**config.mk**
```make
export PLATFORM = sky130hd
export DESIGN_NAME = line_color_classifier_flat
export DESIGN_NICKNAME = d
export VERILOG_FILES = /design/src/hdl/lcc_pkg.sv /design/src/hdl/lcc_if.sv /design/src/hdl/lcc_front.sv /design/src/hdl/lcc_queue.sv /design/src/hdl/lcc_back.sv /design/src/hdl/line_color_classifier.sv /design/src/flat_wrapper.sv
export VERILOG_INCLUDE_DIRS = /design/src /design/src/hdl
export SDC_FILE = /design/constraint.sdc
export NUM_CORES = 1
export LEC_CHECK = 0
export ABC_AREA = 1
export BUFFER_PORTS_ARGS = -buffer_cell sky130_fd_sc_hd__buf_2
export CORE_MARGIN = 3
export CORE_UTILIZATION = 45
export DETAILED_ROUTE_END_ITERATION = 12
export MAX_ROUTING_LAYER = met4
export PLACE_DENSITY_LB_ADDON = 0.1
export RECOVER_POWER = 50
export SLEW_MARGIN = 20
export SYNTH_ARGS = -nofsm -noshare
export SYNTH_HDL_FRONTEND = slang
export SYNTH_HIERARCHICAL = 1
export SYNTH_SLANG_ARGS = --single-unit
```
**constraint.sdc**
```tcl
create_clock -name clk -period 3.4 [get_ports clk]
set_clock_uncertainty 0.2 [all_clocks]
set_input_delay 0.17 -clock clk [delete_from_list [all_inputs] [get_ports clk]]
set_output_delay 0.17 -clock clk [all_outputs]
set_load 0.02 [all_outputs]
```
**src/hdl/line_color_classifier_assert.svh**
```systemverilog
// ----------------------------------------------------------------------------
// Line color classifier assertion macros
// Concurrent assertion helpers, clocked on clk and disabled while arst_n is low.
// ----------------------------------------------------------------------------
`ifndef LINE_COLOR_CLASSIFIER_ASSERT_SVH
`define LINE_COLOR_CLASSIFIER_ASSERT_SVH

`ifndef ASSERT_OFF

// General property check.
`define LCC_ASSERT(label, prop) \
	label: assert property (@(posedge clk) disable iff (!arst_n) (prop)) \
		else $error("line_color_classifier: property check failed");

// Same-cycle implication check.
`define LCC_ASSERT_IMPL(label, cond, conseq) \
	label: assert property (@(posedge clk) disable iff (!arst_n) (cond) |-> (conseq)) \
		else $error("line_color_classifier: implication check failed");

`else

`define LCC_ASSERT(label, prop)
`define LCC_ASSERT_IMPL(label, cond, conseq)

`endif

`endif

```
**src/hdl/lcc_pkg.sv**
```systemverilog
// ----------------------------------------------------------------------------
// Line color classifier package
// Widths, color codes, register indexes and shared types for the classifier.
// ----------------------------------------------------------------------------
package lcc_pkg;

	localparam int SENSOR_W          = 12;
	localparam int CODE_W            = 3;
	localparam int CFG_IDX_W         = 4;
	localparam int HISTORY_DEPTH_DEF = 5;
	localparam int QUEUE_DEPTH       = 2;

	// Fixed upper bound of the black window.
	localparam logic [SENSOR_W-1:0] BLACK_HIGH = 12'd1500;

	// Floor color classes.
	typedef enum logic [CODE_W-1:0] {
		COLOR_WHITE      = 3'd0,
		COLOR_BROWN      = 3'd1,
		COLOR_GRAY_LEFT  = 3'd2,
		COLOR_GRAY_RIGHT = 3'd3,
		COLOR_GRAY_BOTH  = 3'd4,
		COLOR_GREEN      = 3'd5,
		COLOR_BLACK      = 3'd6,
		COLOR_NONE       = 3'd7
	} lcc_color_t;

	// Configuration register indexes.
	typedef enum logic [CFG_IDX_W-1:0] {
		CFG_WHITE_MAX  = 4'd0,
		CFG_BROWN_LOW  = 4'd1,
		CFG_BROWN_HIGH = 4'd2,
		CFG_GRAY_LOW   = 4'd3,
		CFG_GRAY_HIGH  = 4'd4,
		CFG_GREEN_LOW  = 4'd5,
		CFG_GREEN_HIGH = 4'd6,
		CFG_BLACK_LOW  = 4'd7
	} lcc_cfg_idx_t;

	// Threshold register file.
	typedef struct packed {
		logic [SENSOR_W-1:0] white_max;
		logic [SENSOR_W-1:0] brown_low;
		logic [SENSOR_W-1:0] brown_high;
		logic [SENSOR_W-1:0] gray_low;
		logic [SENSOR_W-1:0] gray_high;
		logic [SENSOR_W-1:0] green_low;
		logic [SENSOR_W-1:0] green_high;
		logic [SENSOR_W-1:0] black_low;
	} lcc_cfg_t;

	// Write side of the class queue.
	typedef struct packed {
		logic       push;
		lcc_color_t code;
	} lcc_q_wr_t;

	// Read side of the class queue.
	typedef struct packed {
		logic       valid;
		lcc_color_t code;
	} lcc_q_rd_t;

	// Inclusive window test; an inverted window matches nothing.
	function automatic logic in_window(input logic [SENSOR_W-1:0] lo,
			input logic [SENSOR_W-1:0] hi, input logic [SENSOR_W-1:0] v);
		return (v >= lo) && (v <= hi);
	endfunction

endpackage

```
**src/hdl/lcc_if.sv**
```systemverilog
// ----------------------------------------------------------------------------
// Line color classifier channels
// Valid/ready interfaces for the sensor, result and configuration channels.
// ----------------------------------------------------------------------------

// Sensor sample set channel.
interface lcc_in_if;
	logic                          valid;
	logic                          ready;
	logic [lcc_pkg::SENSOR_W-1:0]  sensor_left;
	logic [lcc_pkg::SENSOR_W-1:0]  sensor_mid_left;
	logic [lcc_pkg::SENSOR_W-1:0]  sensor_center;
	logic [lcc_pkg::SENSOR_W-1:0]  sensor_mid_right;
	logic [lcc_pkg::SENSOR_W-1:0]  sensor_right;

	modport source (
		output valid, sensor_left, sensor_mid_left, sensor_center,
			sensor_mid_right, sensor_right,
		input  ready
	);
	modport sink (
		input  valid, sensor_left, sensor_mid_left, sensor_center,
			sensor_mid_right, sensor_right,
		output ready
	);
endinterface

// Classification result channel.
interface lcc_out_if;
	logic                        valid;
	logic                        ready;
	logic [lcc_pkg::CODE_W-1:0]  color_class;
	logic [lcc_pkg::CODE_W-1:0]  held_status;
	logic [lcc_pkg::CODE_W-1:0]  confirmed_color;

	modport source (
		output valid, color_class, held_status, confirmed_color,
		input  ready
	);
	modport sink (
		input  valid, color_class, held_status, confirmed_color,
		output ready
	);
endinterface

// Configuration write channel.
interface lcc_cfg_if;
	logic                           valid;
	logic                           ready;
	logic [lcc_pkg::CFG_IDX_W-1:0]  index;
	logic [lcc_pkg::SENSOR_W-1:0]   data;

	modport source (
		output valid, index, data,
		input  ready
	);
	modport sink (
		input  valid, index, data,
		output ready
	);
endinterface

```
**src/hdl/lcc_front.sv**
```systemverilog
// ----------------------------------------------------------------------------
// Line color classifier front end
// Holds the threshold registers, accepts sensor words and classifies them.
// ----------------------------------------------------------------------------
module lcc_front (
	input  logic              clk,
	input  logic              arst_n,
	lcc_in_if.sink            sensors,
	lcc_cfg_if.sink           cfg,
	input  logic              q_full,
	output lcc_pkg::lcc_q_wr_t q_wr
);
	import lcc_pkg::*;

	lcc_cfg_t   cfg_q;
	lcc_color_t code;
	logic       white_hit;
	logic       brown_hit;
	logic       gray_l;
	logic       gray_r;
	logic       green_hit;
	logic       black_hit;

	// Configuration writes are always taken; indexes past the list are ignored.
	assign cfg.ready = 1'b1;

	always_ff @(posedge clk or negedge arst_n) begin
		if (!arst_n) begin
			cfg_q <= '0;
		end else if (cfg.valid && cfg.ready) begin
			unique case (cfg.index)
				CFG_WHITE_MAX:  cfg_q.white_max  <= cfg.data;
				CFG_BROWN_LOW:  cfg_q.brown_low  <= cfg.data;
				CFG_BROWN_HIGH: cfg_q.brown_high <= cfg.data;
				CFG_GRAY_LOW:   cfg_q.gray_low   <= cfg.data;
				CFG_GRAY_HIGH:  cfg_q.gray_high  <= cfg.data;
				CFG_GREEN_LOW:  cfg_q.green_low  <= cfg.data;
				CFG_GREEN_HIGH: cfg_q.green_high <= cfg.data;
				CFG_BLACK_LOW:  cfg_q.black_low  <= cfg.data;
				default: ;
			endcase
		end
	end

	// Window tests on each sensor group.
	always_comb begin
		white_hit = (sensors.sensor_left      < cfg_q.white_max) &&
		            (sensors.sensor_mid_left  < cfg_q.white_max) &&
		            (sensors.sensor_center    < cfg_q.white_max) &&
		            (sensors.sensor_mid_right < cfg_q.white_max) &&
		            (sensors.sensor_right     < cfg_q.white_max);
		brown_hit = in_window(cfg_q.brown_low, cfg_q.brown_high, sensors.sensor_left) &&
		            in_window(cfg_q.brown_low, cfg_q.brown_high, sensors.sensor_mid_left) &&
		            in_window(cfg_q.brown_low, cfg_q.brown_high, sensors.sensor_center) &&
		            in_window(cfg_q.brown_low, cfg_q.brown_high, sensors.sensor_mid_right) &&
		            in_window(cfg_q.brown_low, cfg_q.brown_high, sensors.sensor_right);
		gray_l    = in_window(cfg_q.gray_low, cfg_q.gray_high, sensors.sensor_left);
		gray_r    = in_window(cfg_q.gray_low, cfg_q.gray_high, sensors.sensor_right);
		green_hit = in_window(cfg_q.green_low, cfg_q.green_high, sensors.sensor_mid_left) ||
		            in_window(cfg_q.green_low, cfg_q.green_high, sensors.sensor_center) ||
		            in_window(cfg_q.green_low, cfg_q.green_high, sensors.sensor_mid_right);
		black_hit = in_window(cfg_q.black_low, BLACK_HIGH, sensors.sensor_mid_left) ||
		            in_window(cfg_q.black_low, BLACK_HIGH, sensors.sensor_center) ||
		            in_window(cfg_q.black_low, BLACK_HIGH, sensors.sensor_mid_right);
	end

	// Fixed priority: white, brown, gray, green, black.
	always_comb begin
		if (white_hit) begin
			code = COLOR_WHITE;
		end else if (brown_hit) begin
			code = COLOR_BROWN;
		end else if (gray_l && !gray_r) begin
			code = COLOR_GRAY_LEFT;
		end else if (gray_r && !gray_l) begin
			code = COLOR_GRAY_RIGHT;
		end else if (gray_l && gray_r) begin
			code = COLOR_GRAY_BOTH;
		end else if (green_hit) begin
			code = COLOR_GREEN;
		end else if (black_hit) begin
			code = COLOR_BLACK;
		end else begin
			code = COLOR_NONE;
		end
	end

	// A word is taken whenever the queue has room.
	assign sensors.ready = !q_full;
	assign q_wr.push     = sensors.valid && !q_full;
	assign q_wr.code     = code;

endmodule

```
**src/hdl/lcc_queue.sv**
```systemverilog
// ----------------------------------------------------------------------------
// Line color classifier class queue
// Short FIFO of class codes between the front end and the history back end.
// ----------------------------------------------------------------------------
module lcc_queue (
	input  logic               clk,
	input  logic               arst_n,
	input  lcc_pkg::lcc_q_wr_t q_wr,
	output logic               q_full,
	output lcc_pkg::lcc_q_rd_t q_rd,
	input  logic               pop
);
	import lcc_pkg::*;

	localparam int DEPTH = QUEUE_DEPTH;
	localparam int PTR_W = (DEPTH > 1) ? $clog2(DEPTH) : 1;
	localparam int CNT_W = $clog2(DEPTH + 1);

	lcc_color_t       mem_q [DEPTH];
	logic [PTR_W-1:0] wr_ptr_q;
	logic [PTR_W-1:0] rd_ptr_q;
	logic [CNT_W-1:0] count_q;
	logic             do_push;
	logic             do_pop;

	assign q_full    = (count_q == CNT_W'(DEPTH));
	assign q_rd.valid = (count_q != '0);
	assign q_rd.code  = mem_q[rd_ptr_q];
	assign do_push   = q_wr.push && !q_full;
	assign do_pop    = pop && q_rd.valid;

	// Entry storage.
	always_ff @(posedge clk) begin
		if (do_push) begin
			mem_q[wr_ptr_q] <= q_wr.code;
		end
	end

	// Pointers and fill count.
	always_ff @(posedge clk or negedge arst_n) begin
		if (!arst_n) begin
			wr_ptr_q <= '0;
			rd_ptr_q <= '0;
			count_q  <= '0;
		end else begin
			if (do_push) begin
				wr_ptr_q <= (wr_ptr_q == PTR_W'(DEPTH - 1)) ? '0 : wr_ptr_q + PTR_W'(1);
			end
			if (do_pop) begin
				rd_ptr_q <= (rd_ptr_q == PTR_W'(DEPTH - 1)) ? '0 : rd_ptr_q + PTR_W'(1);
			end
			if (do_push && !do_pop) begin
				count_q <= count_q + CNT_W'(1);
			end else if (do_pop && !do_push) begin
				count_q <= count_q - CNT_W'(1);
			end
		end
	end

endmodule

```
**src/hdl/lcc_back.sv**
```systemverilog
// ----------------------------------------------------------------------------
// Line color classifier back end
// Updates status, history ring and confirmed color, and drives the result word.
// ----------------------------------------------------------------------------
module lcc_back #(
	parameter int HISTORY_DEPTH = lcc_pkg::HISTORY_DEPTH_DEF
) (
	input  logic               clk,
	input  logic               arst_n,
	input  lcc_pkg::lcc_q_rd_t q_rd,
	output logic               pop,
	lcc_out_if.source          results
);
	import lcc_pkg::*;

	localparam int SLOT_W = $clog2(HISTORY_DEPTH);

	lcc_color_t        ring_q [HISTORY_DEPTH];
	lcc_color_t        ring_n [HISTORY_DEPTH];
	logic [SLOT_W-1:0] slot_q;
	logic [SLOT_W-1:0] slot_n;
	lcc_color_t        last_q;
	lcc_color_t        last_n;
	lcc_color_t        stable_q;
	lcc_color_t        stable_n;
	logic              matched;
	logic              all_same;
	logic              out_valid_q;
	lcc_color_t        out_class_q;
	lcc_color_t        out_held_q;
	lcc_color_t        out_conf_q;

	// Take the next code whenever the result register is free or being drained.
	assign pop     = q_rd.valid && (!out_valid_q || results.ready);
	assign matched = (q_rd.code != COLOR_NONE);

	// Next state: push a matched code and check whether the ring agrees.
	always_comb begin
		ring_n   = ring_q;
		slot_n   = slot_q;
		last_n   = last_q;
		stable_n = stable_q;
		all_same = 1'b1;
		if (matched) begin
			ring_n[slot_q] = q_rd.code;
			slot_n = (slot_q == SLOT_W'(HISTORY_DEPTH - 1)) ? '0 : slot_q + SLOT_W'(1);
			last_n = q_rd.code;
		end
		for (int i = 1; i < HISTORY_DEPTH; i++) begin
			if (ring_n[i] != ring_n[0]) begin
				all_same = 1'b0;
			end
		end
		if (matched && all_same) begin
			stable_n = ring_n[0];
		end
	end

	// History state.
	always_ff @(posedge clk or negedge arst_n) begin
		if (!arst_n) begin
			ring_q   <= '{default: COLOR_NONE};
			slot_q   <= '0;
			last_q   <= COLOR_NONE;
			stable_q <= COLOR_NONE;
		end else if (pop) begin
			ring_q   <= ring_n;
			slot_q   <= slot_n;
			last_q   <= last_n;
			stable_q <= stable_n;
		end
	end

	// Result register valid flag.
	always_ff @(posedge clk or negedge arst_n) begin
		if (!arst_n) begin
			out_valid_q <= 1'b0;
		end else if (pop) begin
			out_valid_q <= 1'b1;
		end else if (results.ready) begin
			out_valid_q <= 1'b0;
		end
	end

	// Result register payload.
	always_ff @(posedge clk) begin
		if (pop) begin
			out_class_q <= q_rd.code;
			out_held_q  <= last_n;
			out_conf_q  <= stable_n;
		end
	end

	assign results.valid           = out_valid_q;
	assign results.color_class     = out_class_q;
	assign results.held_status     = out_held_q;
	assign results.confirmed_color = out_conf_q;

endmodule

```
**src/hdl/line_color_classifier.sv**
```systemverilog
// ----------------------------------------------------------------------------
// Line color classifier: one sensor word per cycle while the queue has room.
// Classification in the front end, a two-entry queue, then a result register.
// The back end updates the history as it takes each code from the queue.
// Reset (arst_n low) clears thresholds to zero, history and status to code 7.
// ----------------------------------------------------------------------------
`include "line_color_classifier_assert.svh"

module line_color_classifier #(
	parameter int HISTORY_DEPTH = lcc_pkg::HISTORY_DEPTH_DEF
) (
	input  logic      clk,
	input  logic      arst_n,
	lcc_in_if.sink    sensors,
	lcc_cfg_if.sink   cfg,
	lcc_out_if.source results
);
	import lcc_pkg::*;

	lcc_q_wr_t q_wr;
	lcc_q_rd_t q_rd;
	logic      q_full;
	logic      pop;

	// Front end: thresholds and classification.
	lcc_front u_front (
		.clk     (clk),
		.arst_n  (arst_n),
		.sensors (sensors),
		.cfg     (cfg),
		.q_full  (q_full),
		.q_wr    (q_wr)
	);

	// Queue between classification and history update.
	lcc_queue u_queue (
		.clk    (clk),
		.arst_n (arst_n),
		.q_wr   (q_wr),
		.q_full (q_full),
		.q_rd   (q_rd),
		.pop    (pop)
	);

	// Back end: history ring, status and result register.
	lcc_back #(
		.HISTORY_DEPTH (HISTORY_DEPTH)
	) u_back (
		.clk     (clk),
		.arst_n  (arst_n),
		.q_rd    (q_rd),
		.pop     (pop),
		.results (results)
	);

	// A word taken into an empty pipeline passes the queue and the result register, then shows up as a result.
	`LCC_ASSERT(a_latency, sensors.valid && sensors.ready && !q_rd.valid && (!results.valid || results.ready) |=> ##1 results.valid)

	// A matched class becomes the held status at once.
	`LCC_ASSERT_IMPL(a_held_follows, results.valid && (results.color_class != COLOR_NONE), results.held_status == results.color_class)

	// Nothing can be confirmed before any class has matched.
	`LCC_ASSERT_IMPL(a_conf_none, results.valid && (results.held_status == COLOR_NONE), results.confirmed_color == COLOR_NONE)

endmodule

```
**src/flat_wrapper.sv**
```systemverilog
// flat-port wrapper written by rule: the top's interface ports become plain ports
module line_color_classifier_flat import lcc_pkg::*;
#(
	parameter int HISTORY_DEPTH = lcc_pkg::HISTORY_DEPTH_DEF
)
  (clk, arst_n, sensors_valid, sensors_sensor_left, sensors_sensor_mid_left, sensors_sensor_center, sensors_sensor_mid_right, sensors_sensor_right, sensors_ready, cfg_valid, cfg_index, cfg_data, cfg_ready, results_valid, results_color_class, results_held_status, results_confirmed_color, results_ready);
  lcc_in_if sensors_i ();
  lcc_cfg_if cfg_i ();
  lcc_out_if results_i ();
  input  logic clk;
  input  logic arst_n;
  input wire logic [$bits(sensors_i.valid)-1:0] sensors_valid;
  input wire logic [$bits(sensors_i.sensor_left)-1:0] sensors_sensor_left;
  input wire logic [$bits(sensors_i.sensor_mid_left)-1:0] sensors_sensor_mid_left;
  input wire logic [$bits(sensors_i.sensor_center)-1:0] sensors_sensor_center;
  input wire logic [$bits(sensors_i.sensor_mid_right)-1:0] sensors_sensor_mid_right;
  input wire logic [$bits(sensors_i.sensor_right)-1:0] sensors_sensor_right;
  output wire logic [$bits(sensors_i.ready)-1:0] sensors_ready;
  input wire logic [$bits(cfg_i.valid)-1:0] cfg_valid;
  input wire logic [$bits(cfg_i.index)-1:0] cfg_index;
  input wire logic [$bits(cfg_i.data)-1:0] cfg_data;
  output wire logic [$bits(cfg_i.ready)-1:0] cfg_ready;
  output wire logic [$bits(results_i.valid)-1:0] results_valid;
  output wire logic [$bits(results_i.color_class)-1:0] results_color_class;
  output wire logic [$bits(results_i.held_status)-1:0] results_held_status;
  output wire logic [$bits(results_i.confirmed_color)-1:0] results_confirmed_color;
  input wire logic [$bits(results_i.ready)-1:0] results_ready;
  assign sensors_i.valid = sensors_valid;
  assign sensors_i.sensor_left = sensors_sensor_left;
  assign sensors_i.sensor_mid_left = sensors_sensor_mid_left;
  assign sensors_i.sensor_center = sensors_sensor_center;
  assign sensors_i.sensor_mid_right = sensors_sensor_mid_right;
  assign sensors_i.sensor_right = sensors_sensor_right;
  assign sensors_ready = sensors_i.ready;
  assign cfg_i.valid = cfg_valid;
  assign cfg_i.index = cfg_index;
  assign cfg_i.data = cfg_data;
  assign cfg_ready = cfg_i.ready;
  assign results_valid = results_i.valid;
  assign results_color_class = results_i.color_class;
  assign results_held_status = results_i.held_status;
  assign results_confirmed_color = results_i.confirmed_color;
  assign results_i.ready = results_ready;
  line_color_classifier #(.HISTORY_DEPTH(HISTORY_DEPTH)) u_core (.clk(clk), .arst_n(arst_n), .sensors(sensors_i), .cfg(cfg_i), .results(results_i));
endmodule
```
==> results.txt <==
----------------------------------------------------
[Timing]
  Share of the cycle needed by the critical path after routing ... roughly four fifths
  Setup slack of the critical path after layout ... roughly 710 ps
  Fin Setup TNS ... 0 ps
  Finish-stage setup viols ... 0
  Slew headroom ... -2.23%
  Final-report max-slew violation count ... 57
  Setup repair after global routing missed its margin ... false
  Highest clock rate ... 0.372 GHz
  Slew @ Worst Pin ... 1530 ps
  Final critical-path required period ... about 2700 ps
  Final hold violations ... 0

[Pwr]
  Pwr Density ... 580 nW/µm²
  Leakage dissipation ... between 8 and 9 nW
  Total power of the final layout ... ~9.0 mW
  Largest voltage drop on the vdd net ... 0.000411 V

[Worst setup path]
  Type of the worst setup path ... register to register
  Slowest cell on crit path ... dfrtp_1
  Worst endpoint required time ... 3400 ps
  Termination of the worst setup path ... u_core/u_back/results.confirmed_color[1]
  Path depth of the worst reg2reg path ... 11
  Worst-case register-to-register setup slack ... 710 ps
  Critical path's most frequent cell ... nor2_1
  WP buf/inv ... 2
  Capture point of the worst reg-to-reg path ... u_core/u_back/results.confirmed_color[1]
  Worst path cell trace ... inv_1, nand2_1, nand2_1, inv_1, nor2_1, nor2_1, o21ai_1, nor2_1, nor2_2, nand4_1, and2_1
  CP Data Arrival Time ... approximately 2700 ps
  Startpoint type of the worst setup path ... register
  Endpoint class of the critical path ... register
  Top delay family on crit path ... simple AND/OR/NAND/NOR gates
  WP depth ... 11
  Crit path largest cell delay ... ~420 ps
  Largest fanout on the critical path ... 10
  Critical register-to-register path startpoint ... u_core/u_queue/rd_ptr_q
  Critical path startpoint ... u_core/u_queue/rd_ptr_q

[Floorplanning]
  Vert. Die Dim ... 182 µm
  Number of ports placed on the die boundary ... 93
  Starting density of the core ... between 40 and 50%
  Width of the die ... around 180 µm
  Floorplan Core Area ... about 30000 µm²
  Die area ... between 30000 and 40000 µm²
  Number of rows in the core area ... between 60 and 70

[Logic synthesis]
  Synthesized area per cell ... between 7 and 8 µm²
  Number of nets in the synthesized netlist ... roughly 2300
  Share of synthesized registers carrying an async set or reset ... 89.3%
  Synth cell types ... 48
  Most common flop cell mapped by yosys ... dfrtp_1
  Post-Syn Instances ... 1854
  Flop and latch count out of synthesis ... 140
  Proportion of synthesized chip area in sequential cells ... between 20 and 30%
  Synth warn ... 6
  Cell area after synthesis ... approximately 14000 µm²
  Number of enable-type register cells in the synthesized netlist ... 15

[GRT]
  Met1 GRT Util ... roughly a third
  Pin count of the biggest net entering global routing ... 58
  Number of global-route vias before repair ... 12000
  First-pass GRT wire length ... approximately 67000 µm
  All-Layer GR Usage ... a little over a quarter
  Number of antenna violations at the first check in global routing ... 0
  Aggregate global routing overflow ... 0
  Met3 GRT Util ... under 10%
  Global routing usage on met2 ... between 40 and 50%
  Most Crowded Layer GR ... met2

[Outcome]
  Violations in the final reports ... capacitance limit, slew limit
  Result of the run ... complete, but fails checks

[Placement]
  Routability cong. ... 0.933
  Number of port buffers ... 91
  Detailed placer's ending HPWL ... 32800 µm
  Minimum setup slack after placement ... between 700 and 800 ps

[Finish]
  Net count reported at finish ... about 2400
  Final core utilization ... between 50% and 60%
  Fill cell total of the finished layout ... about 3000
  Area overhead of the layout relative to synthesis ... 11.3%
  Layout cell share with drive strength beyond 1 ... about a tenth
  Number of antenna cells inserted ... 0

[CTS]
  Post-CTS clock slew at the launch and capture registers of the worst setup and hold paths ... roughly 70 ps
  Post-CTS setup-driven buffer insertion count ... 0
  Worst-Skew Late Latency ... roughly 450 ps
  CTS tree ... yes
  Clock root buffer ... clkbuf_16
  Total clock buffers created by CTS ... 17
  Post-cts sizing count ... 0
  H-tree lvl count ... 4
  Maximum root-to-sink buffer count ... 2
  Clock net sink count ... 140

[Drt]
  Count of antenna-violating nets left after detailed routing ... 0
  Routed length per placed instance ... approximately 18 µm
  Wire length reported by the detailed router ... 42800 µm
  Detailed-route via count ... around 13000
  Pre-Repair DR Iteration Count ... 5
  Mean number of vias per cell ... roughly 5.4
  Residual DRC ... 0
  Iteration-0 DRC count of the detailed router ... 955

[Hold path]
  Worst hold path class ... primary input to register

[Run]
  Maxcap violations ... 1

----------------------------------------------------
-- repair_timing --
action,4_1_cts,5_1_grt
endpoints found under the hold margin,128,0
hold buffers,15,0
setup endpoints to repair,0,0
-- registers in the layout, indices dropped and copies added, names as in the netlist, 3 cells and up --
register,cells
u_core/u_back/last_q,3
u_core/u_queue/mem_q,6
u_core/u_back/slot_q,3
u_core/u_front/cfg_q,96
u_core/u_back/results.confirmed_color,3
u_core/u_back/results.held_status,3
u_core/u_back/ring_q,15
u_core/u_back/results.color_class,3
u_core/u_back/stable_q,3
-- Yosys cell counts (6+ instances only) --
library cell	instances	area share (%)
nand2_1	491	13
ha_1	335	30
inv_1	241	6.5
o21ai_0	154	5.5
a21oi_1	144	5.2
dfrtp_1	104	19
nor2_1	99	2.7
nand3_1	56	2.0
nand4_1	47	2.1
dfstp_2	21	3.9
edfxtp_1	15	3.2
nor3_1	14	0.50
clkbuf_1	13	0.35
nor2_2	11	0.49
inv_2	9	0.24
nand3_2	8	0.57
o21ai_1	8	0.29
o211ai_1	7	0.38
o21a_1	7	0.38
buf_2	6	0.21
o21bai_1	6	0.32
-- cells by family after synthesis --
| logic type | Yosys count | share of synthesized area, % |
|---|---|---|
| flops | 140 | 25.8 |
| compound gates | 350 | 13.4 |
| fa+ha+maj | 335 | 30.0 |
| simple gates | 751 | 23.2 |
| xor+xnor | 1 | 0.0627 |
| buf+inv | 276 | 7.64 |
| other cells | 1 | 0.0268 |
-- worst min path at each step --
stage	from	end	slack [ps]	cells after the start
final	cfg_index[0]	u_core/u_front/cfg_q[8]	100	5
after global routing	cfg_index[0]	u_core/u_front/cfg_q[8]	140	5
after CTS	arst_n	u_core/u_front/cfg_q[33]	70	2
after detailed placement	arst_n	u_core/u_front/cfg_q[30]	-10	1
after global placement	arst_n	u_core/u_front/cfg_q[29]	-7	1
after floorplan	arst_n	u_core/u_back/results.valid	-330	0
-- area by class of cell --
type	count	area, µm²	share of cell area (%)
Clock inverter	15	146	0.941
Sequential cell	140	3600	23.2
Tap cell	390	488	3.14
Clock buffer	17	425	2.73
Inverter	250	938	6.03
Multi-Input combinational cell	1438	9300	59.8
Timing Repair Buffer	113	652	4.19
-- cell usage in the layout (no fill, tap or decap), types with 21 or more instances in the layout --
master   Yosys  layout
a21oi_1    144     144
buf_2        6      78
dfrtp_1    104     104
dfstp_2     21      21
ha_1       335     335
inv_1      241     242
nand2_1    491     491
nand3_1     56      56
nand4_1     47      47
nor2_1      99      99
o21ai_0    154     154
-- through the flow --
stage | std cells | hold WS [ps] | cell area [µm²]
after floorplan | 1854 | -326 | 14000
after global placement | 2316 | -6.79 | 14900
after detailed placement | 2316 | -11.5 | 14900
after CTS | 2363 | 66.3 | 15600
after global routing | 2363 | 139 | 15600
final | 2363 | 105 | 15600
-- metal layers --
layer	up-vias	share of wire [%]
met3	70	6.1
li1	6461	-
met5	-	0
met2	344	45
met1	5810	46
met4	0	3.0
-- power breakdown --
group / total [mW] / switching (mW) / internal [mW]
Clock: 1.86 / 0.888 / 0.970
Combinational: 4.58 / 2.99 / 1.60
Sequential: 2.58 / 0.274 / 2.30
-- worst register-to-register path: stages (launching register included) --
cell     delay [ps]
dfrtp_1         420
inv_1           120
nand2_1          60
nand2_1         300
inv_1           150
nor2_1          280
nor2_1          130
o21ai_1         220
nor2_1           80
nor2_2          180
nand4_1         140
and2_1          190
Note: power is estimated with default switching activity, not from simulation.
